<file path="config.mk">
export PLATFORM = sky130hd
export DESIGN_NAME = eln_ctrl
export DESIGN_NICKNAME = d
export VERILOG_FILES = /design/src/eln_pkg.sv /design/src/eln_ctrl.sv
export SDC_FILE = /design/constraint.sdc
export NUM_CORES = 1
export LEC_CHECK = 0
export ABC_AREA = 1
export BUFFER_PORTS_ARGS = -buffer_cell sky130_fd_sc_hd__buf_2
export CORE_MARGIN = 5
export CORE_UTILIZATION = 51
export DETAILED_ROUTE_END_ITERATION = 8
export GPL_TIMING_DRIVEN = 0
export PLACE_DENSITY = 0.78
export SYNTH_ARGS = -nofsm -noshare
export SYNTH_HDL_FRONTEND = slang
export SYNTH_SLANG_ARGS = --single-unit
</file>
<file path="constraint.sdc">
create_clock -name i_clk -period 1.8 [get_ports i_clk]
set_input_delay 0.36 -clock i_clk [delete_from_list [all_inputs] [get_ports i_clk]]
set_output_delay 0.36 -clock i_clk [all_outputs]
set_load 0.02 [all_outputs]
</file>
<file path="src/eln_pkg.sv">
package eln_pkg;

    localparam int MaxEventsDefault  = 64;
    localparam int LevelWidthDefault = 16;
    localparam int CfgWidth          = 16;
    localparam int CfgIdxWidth       = 2;
    localparam int OutWidth          = 16;
    localparam int SumWidth          = 22;

    localparam logic [CfgIdxWidth-1:0] CfgModelMean  = 2'd0;
    localparam logic [CfgIdxWidth-1:0] CfgModelStdv  = 2'd1;
    localparam logic [CfgIdxWidth-1:0] CfgFixedScale = 2'd2;
    localparam logic [CfgIdxWidth-1:0] CfgFixedShift = 2'd3;

    typedef struct packed {
        logic load;
        logic clear;
        logic acc_start;
        logic acc_en;
        logic var_start;
        logic sqrt_start;
        logic div_start;
        logic mdiv_start;
        logic shift_calc;
        logic emit_rd;
        logic use_fixed;
    } t_cmd;

    typedef struct packed {
        logic store_full;
        logic d_zero;
        logic sqrt_done;
        logic div_done;
        logic mdiv_done;
    } t_status;

endpackage

</file>
<file path="src/eln_ctrl.sv">
module eln_ctrl
    import eln_pkg::*;
#(
    parameter int MaxEvents = MaxEventsDefault
) (
    input  logic                         i_clk,
    input  logic                         i_rst_n,
    input  logic                         i_valid,
    input  logic                         i_batch_end,
    input  logic                         i_fixed,
    input  logic                         i_out_stall,
    input  t_status                      i_status,
    input  logic [$clog2(MaxEvents):0]   i_fill,
    output logic                         o_stall,
    output t_cmd                         o_cmd,
    output logic [$clog2(MaxEvents)-1:0] o_idx,
    output logic                         o_valid,
    output logic                         o_final,
    output logic                         o_zero,
    output logic                         o_over
);

    localparam int AddrWidth = $clog2(MaxEvents);

    typedef enum logic [3:0] {
        S_LOAD, S_ACC, S_ACC_WAIT, S_VAR, S_SUB, S_SQRT, S_DIV, S_MS1, S_MDIV,
        S_SHIFT, S_EMIT_RD, S_EMIT_MUL, S_EMIT_SAT, S_EMIT_OUT
    } t_state;

    t_state             r_state;
    logic [AddrWidth:0] r_idx;
    logic [2:0]         r_wait;
    logic               r_drop;
    logic               r_zero;
    logic               r_valid;
    logic               r_final;
    logic               w_acc;

    assign w_acc = i_valid && (r_state == S_LOAD);

    always_ff @(posedge i_clk) begin
        if (!i_rst_n) begin
            r_state <= S_LOAD;
            r_idx   <= '0;
            r_wait  <= '0;
            r_drop  <= 1'b0;
            r_zero  <= 1'b0;
            r_valid <= 1'b0;
            r_final <= 1'b0;
        end else begin
            unique case (r_state)
                S_LOAD: begin
                    if (w_acc) begin
                        if (i_status.store_full) begin
                            r_drop <= 1'b1;
                        end
                        if (i_batch_end) begin
                            r_idx  <= '0;
                            r_zero <= 1'b0;
                            r_state <= i_fixed ? S_EMIT_RD : S_ACC;
                        end
                    end
                end
                S_ACC: begin
                    r_idx <= r_idx + 1'b1;
                    if (r_idx + 1'b1 == i_fill) begin
                        r_wait  <= 3'd3;
                        r_state <= S_ACC_WAIT;
                    end
                end
                S_ACC_WAIT: begin
                    r_wait <= r_wait - 1'b1;
                    if (r_wait == 3'd0) begin
                        r_state <= S_VAR;
                    end
                end
                S_VAR: r_state <= S_SUB;
                S_SUB: r_state <= S_SQRT;
                S_SQRT: begin
                    if (i_status.d_zero) begin
                        r_zero  <= 1'b1;
                        r_state <= S_MS1;
                    end else if (i_status.sqrt_done) begin
                        r_state <= S_DIV;
                    end
                end
                S_DIV: begin
                    if (i_status.div_done) begin
                        r_state <= S_MS1;
                    end
                end
                S_MS1: begin
                    r_wait  <= 3'd1;
                    r_state <= S_MDIV;
                end
                S_MDIV: begin
                    r_wait <= 3'd0;
                    if (i_status.mdiv_done) begin
                        r_state <= S_SHIFT;
                    end
                end
                S_SHIFT: begin
                    r_idx   <= '0;
                    r_state <= S_EMIT_RD;
                end
                S_EMIT_RD:  r_state <= S_EMIT_MUL;
                S_EMIT_MUL: r_state <= S_EMIT_SAT;
                S_EMIT_SAT: begin
                    r_valid <= 1'b1;
                    r_final <= (r_idx + 1'b1 == i_fill);
                    r_state <= S_EMIT_OUT;
                end
                S_EMIT_OUT: begin
                    if (!i_out_stall) begin
                        r_valid <= 1'b0;
                        if (r_final) begin
                            r_drop  <= 1'b0;
                            r_idx   <= '0;
                            r_state <= S_LOAD;
                        end else begin
                            r_idx   <= r_idx + 1'b1;
                            r_state <= S_EMIT_RD;
                        end
                    end
                end
                default: r_state <= S_LOAD;
            endcase
        end
    end

    always_comb begin
        o_cmd            = '0;
        o_cmd.load       = w_acc;
        o_cmd.clear      = (r_state == S_EMIT_OUT) && !i_out_stall && r_final;
        o_cmd.acc_start  = w_acc && i_batch_end;
        o_cmd.acc_en     = (r_state == S_ACC);
        o_cmd.var_start  = (r_state == S_VAR);
        o_cmd.sqrt_start = (r_state == S_SUB);
        o_cmd.div_start  = (r_state == S_SQRT) && !i_status.d_zero && i_status.sqrt_done;
        o_cmd.mdiv_start = (r_state == S_MDIV) && (r_wait == 3'd1);
        o_cmd.shift_calc = (r_state == S_SHIFT);
        o_cmd.emit_rd    = (r_state == S_EMIT_RD);
        o_cmd.use_fixed  = w_acc && i_batch_end && i_fixed;
    end

    assign o_stall = (r_state != S_LOAD);
    assign o_idx   = r_idx[AddrWidth-1:0];
    assign o_valid = r_valid;
    assign o_final = r_final;
    assign o_zero  = r_zero;
    assign o_over  = r_drop;

`ifndef SYNTHESIS
    a_no_accept_busy: assert property (@(posedge i_clk) disable iff (!i_rst_n)
        (r_state != S_LOAD) |-> !o_cmd.load) else $error("load while busy");
    a_valid_state: assert property (@(posedge i_clk) disable iff (!i_rst_n)
        o_valid |-> (r_state == S_EMIT_OUT)) else $error("valid outside emit");
    a_hold: assert property (@(posedge i_clk) disable iff (!i_rst_n)
        (o_valid && i_out_stall) |=> o_valid) else $error("result dropped");
`endif

endmodule

</file>
Word level (Yosys, flattened, before mapping) --
Cells that the tools add are included.
Storage, ports and cells: register bits 18, input bits 18, output and inout port bits 22, logic and storage cells 89
Cells by class: add/subtract/negate cells 2, equal/unequal tests 26, multiplexer cells 30, reductions and logical operators 24
Operators by type and width (count):
- $pmux 4 s14 | 1
- $mux 4 | 11
- $mux 7 | 4
- $pmux 7 s4 | 1
- $eq 4x4->1 const B | 6
- $ne 2x2->1 const B | 9
- $eq 4x3->1 const B | 4
- $pmux 3 s4 | 1
- $reduce_bool 4->1 | 3
- $eq 4x2->1 const B | 2
- $logic_and 1x1->1 | 8
- $mux 1 | 8
- $reduce_and 4->1 | 2
- $reduce_and 8->1 | 1
- $add 7x1->7 const B | 1
- $eq 7x7->1 | 1
- $pmux 1 s2 | 3
- $reduce_bool 2->1 | 3
- $reduce_and 5->1 | 1
- $eq 4x1->1 const B | 1
- $logic_not 4->1 | 1
- $reduce_and 2->1 | 2
- $eq 3x1->1 const B | 1
- $logic_not 3->1 | 1
- other kinds (5) | 6

Depth between registers and ports, before layout --
depth in word-level cells 4, depth in mapped cells 15, mapped depth without buffers 15

Worst setup path after synthesis --
Ideal clock, no wire load.
kind register to register, from register r_state[1], to register r_idx[2], library setup time 0.066 ns, arrival 1.561 ns, data required time 1.734 ns, path slack 0.173 ns, stages on the path, launching flop included 10, path buffers 0, clock period less this slack 1.627 ns, cell sequence dfxtp_1 inv_2 nand2_2 nor2_1 inv_1 a21oi_4 inv_2 nor2_1 a21oi_1 nor2_1
RTL lines:
- start: declaration | RTL line eln_ctrl.sv:30 | t_state r_state;
- start signal: assignment | RTL line eln_ctrl.sv:60 | r_state <= i_fixed ? S_EMIT_RD : S_ACC;
- end signal: assignment | RTL line eln_ctrl.sv:65 | r_idx <= r_idx + 1'b1;
- end signal: assignment | RTL line eln_ctrl.sv:121 | r_idx <= r_idx + 1'b1;
- end: declaration | RTL line eln_ctrl.sv:31 | logic [AddrWidth:0] r_idx;

==> impl_metrics.env <==
export IMPL_run_status="complete, but fails checks"
export IMPL_failed_checks="setup timing"
export IMPL_cell_area_power_density_nw_per_um2=1200
export IMPL_critPathCaptureType="primary output"
export IMPL_power_leakage_nw=0.950
export IMPL_fp_coreArea_sq_um=2520
export IMPL_reg2reg_depth=13
export IMPL_ys_flop_type="sky130_fd_sc_hd__dfxtp_1"
export IMPL_mappedNetlistNets=245
export IMPL_critical_path_endpoint="o_cmd[0]"
export IMPL_min_path_type="input port to flop"
export IMPL_final_antenna_violating_net_count=0
export IMPL_clk_latency_ns=0.31
export IMPL_postLayoutSetupSlackWorst_ns=-0.0148
export IMPL_setup_worst_path_class="flop to primary output"
export IMPL_clock_buffer_depth=2
export IMPL_postSynthRegisterBits=18
export IMPL_port_buffers=38
export IMPL_cts_buffers_inserted=3
export IMPL_gp_congestion=0.990
export IMPL_post_route_cells_drive_above_1_share_pct=38.2
export IMPL_worst_slack_at_placement_ns=-0.00507
export IMPL_final_core_util_pct=74.5
export IMPL_synth_edf_count=0
export IMPL_clockPowerShare_pct=11.8
export IMPL_timing_rr_start="r_state[3]"
export IMPL_path_cells="inv_4 -> nand2_4 -> nor2_4 -> inv_4 -> nor2_4 -> nand2_2 -> nor2_4 -> buf_6"
export IMPL_worst_clock_skew_ns=0.00327
export IMPL_grt_start_max_net_pins=11
export IMPL_synth_xor_area_share_pct=2.57
export IMPL_tritoncts="yes"
export IMPL_post_route_drc_count=0
export IMPL_clock_root_buffer="sky130_fd_sc_hd__clkbuf_4"
export IMPL_area_share_of_the_largest_cell_type_after_synthesis_pct=26.4
export IMPL_post_drt_via_cell_ratio=5.05
export IMPL_endpoint_arrival_time_on_the_critical_path_ns=1.45
export IMPL_ys_async_sr_fraction_pct=0
export IMPL_clkSinkCount=18
export IMPL_vdd_ir_drop_worst_uv=1180
export IMPL_fill_cells=212
export IMPL_drt_first_pass_iters=4
export IMPL_reg2reg_slack_ns=0.11
export IMPL_first_global_vias=1420
export IMPL_r2r_end="r_idx[4]"
export IMPL_die_height_microns=61.7
export IMPL_setup_viol_count_final=1
export IMPL_synth_compound_area_share_pct=12.7
export IMPL_synth_yosys_seq_area_share_pct=26.4
export IMPL_finalCritPeriodShare_pct=101
export IMPL_worstMarginPinSlew_ns=0.383
export IMPL_power_switching_fraction_pct=47.3
export IMPL_critPathSlowestCell="sky130_fd_sc_hd__dfxtp_4"
export IMPL_cp_required_ns=1.44
export IMPL_post_synth_mux_area_share_pct=0
export IMPL_floorplan_rows=18
export IMPL_cp_max_fanout=4
export IMPL_post_synth_fa_ha_maj_area_fraction_pct=3.67
export IMPL_net_switching_power_mw=1.07
export IMPL_synth_most_common_cell="sky130_fd_sc_hd__nand2_1"
export IMPL_yosys_top_cells_area="sky130_fd_sc_hd__dfxtp_1, sky130_fd_sc_hd__nand2_1, sky130_fd_sc_hd__nor2_1"
export IMPL_global_route_wire_length_before_repair_microns=5780
export IMPL_postSynthCellCount=223
export IMPL_path_clk_slew_ns=0.11
export IMPL_drt_first_iter_violations=81
export IMPL_critical_path_startpoint="r_state[3]"
export IMPL_cpPeakStageDelay_ns=0.39
export IMPL_n_antenna_cell=0
export IMPL_timing_final_max_slew_violations=0
export IMPL_num_vias=1567
export IMPL_wire_per_inst_microns=11.9
export IMPL_syn_to_final_growth_pct=37.6
export IMPL_final_min_period_ns=1.81
export IMPL_clock_fmax_mhz=551
export IMPL_maxCapViolations=0
export IMPL_netlist_top_cells_count="sky130_fd_sc_hd__nand2_1, sky130_fd_sc_hd__nor2_1, sky130_fd_sc_hd__inv_1"
export IMPL_synthesis_yosys_warnings=0
export IMPL_synth_distinct_cells=31
export IMPL_floorplan_initialDensity_pct=54.1
export IMPL_power_report_internal_total_mw=1.19
export IMPL_antenna_violations_before_repair=0
export IMPL_floorplan_die_area_sq_um=3810
export IMPL_unrepaired_setup_endpoints_after_global_routing="yes"
export IMPL_yosysTopAreaCell="sky130_fd_sc_hd__dfxtp_1"
export IMPL_num_io_pins=40
export IMPL_fp_dieW_microns=61.7
export IMPL_cts_htree_levels=1
export IMPL_worst_path_stages=8
export IMPL_syn_mean_instance_area_sq_um=6.12
export IMPL_finalHoldViolations=0
export IMPL_max_slew_margin_pct=74.4
export IMPL_worst_setup_path_start_kind="flop"
export IMPL_comb_power_share_pct=63.5
export IMPL_post_layout_nets=303
export IMPL_post_dp_hpwl_microns=2660
export IMPL_routed_wl_microns=3690
export IMPL_globalRoute_totalOverflow=0
export IMPL_register_share_of_total_power_pct=24.7
export IMPL_main_combinational_cell_family_by_area_after_synthesis="simple AND/OR/NAND/NOR gates"
export IMPL_timing_critical_path_buf_inv=3
export IMPL_min_delay_path_depth=3
export IMPL_synthesis_area_sq_um=1370
export IMPL_global_route_usage_sum_pct=19.7
export IMPL_critical_path_most_common_cell="sky130_fd_sc_hd__nor2_4"
export IMPL_critPathTopFamily="simple AND/OR/NAND/NOR gates"
export IMPL_synth_simple_area_share_pct=40.8
## registers in the layout, indices dropped and copies added, names as in the netlist
register	cells
o_zero	1
o_over	1
o_final	1
r_idx	7
r_wait	3
r_state	4
o_valid	1
## worst min-delay path by stage
stage	to	start	slack, ns
2_1_floorplan	r_wait[1]	r_wait[1]	0.46
3_3_place_gp	o_valid	o_valid	0.48
3_5_place_dp	o_valid	o_valid	0.48
4_1_cts	r_state[0]	i_rst_n	0.36
5_1_grt	r_state[3]	i_rst_n	0.37
6_report	r_state[0]	i_rst_n	0.36
## placed cells by master (no fill, tap or decap), drive strengths merged, types with 3 or more instances in the layout
master | synthesis | final
dfxtp | 18 | 18
inv | 34 | 34
clkbuf | 0 | 4
nand3 | 10 | 10
a22oi | 3 | 3
buf | 8 | 61
o21ai | 8 | 8
a21oi | 10 | 10
ha | 4 | 4
nor2 | 50 | 50
nand2 | 56 | 56
nor3 | 5 | 5
## worst reg2reg max path: stages (launching register included)
cell and delay (ns):
sky130_fd_sc_hd__dfxtp_4 0.41, sky130_fd_sc_hd__inv_4 0.05, sky130_fd_sc_hd__nand2_4 0.09, sky130_fd_sc_hd__nor2_4 0.06
sky130_fd_sc_hd__buf_4 0.14, sky130_fd_sc_hd__nand2_1 0.09, sky130_fd_sc_hd__nand2_1 0.06, sky130_fd_sc_hd__nor2_1 0.12
sky130_fd_sc_hd__nand2_2 0.11, sky130_fd_sc_hd__a21oi_4 0.19, sky130_fd_sc_hd__inv_2 0.08, sky130_fd_sc_hd__nor2_1 0.10
sky130_fd_sc_hd__a21oi_1 0.05, sky130_fd_sc_hd__nor2_1 0.08
## metrics by stage
stage / TNS (ns) / cells / hold slack [ns] / area, sq um / total power [mW]
final: -0.0148 / 310 / 0.361 / 1880 / 2.25
after global routing: -0.293 / 310 / 0.368 / 1880 / 2.42
after CTS: -0.00109 / 297 / 0.357 / 1680 / 1.96
after detailed placement: -0.00507 / 291 / 0.477 / 1590 / 1.61
after global placement: 0 / 291 / 0.476 / 1590 / 1.60
after floorplan: 0 / 223 / 0.460 / 1370 / 1.36
## cell families (layout without fill, tap and decap cells)
group,Yosys count,count (layout)
buffers and inverters,43,100
XOR/XNOR,4,4
adder cells (fa/ha/maj),4,4
AO/OA/AOI/OAI,28,28
flip-flops,18,18
AND/OR/NAND/NOR,126,126
## power groups by stage
| stage | clock network, mW | logic [mW] | registers [mW] |
|---|---|---|---|
| final | 0.266 | 1.43 | 0.557 |
| after detailed placement | 0 | 1.07 | 0.531 |
| after global placement | 0 | 1.07 | 0.531 |
| after global routing | 0.288 | 1.57 | 0.568 |
| after CTS | 0.269 | 1.16 | 0.530 |
| after floorplan | 0 | 0.818 | 0.541 |
## layout make-up
type	count	area [sq um]	share of cell area, %
Timing Repair Buffer	53	318	16.9
Buffer	8	57.6	3.06
Clock buffer	4	36.3	1.93
Sequential cell	18	378	20.1
Inverter	35	144	7.66
Tap cell	30	37.5	2.00
Multi-Input combinational cell	162	907	48.3
## routing by layer
layer  routed length (microns)  vias up  global-route usage (%)
met1                      1620      686                    25.5
met5                         0        -                       0
met4                        50        0                    3.64
li1                          -      818                       -
met3                       227        7                    3.10
met2                      1790       56                    34.7
## repair_timing
item / in CTS / in global routing
pin swaps: 2 / 8
hold buffers: 0 / 0
buffers inserted: 2 / 13
endpoints found under the setup margin: 9 / 17
gates resized for setup: 12 / 31
Power figures use the tool's default switching activity.
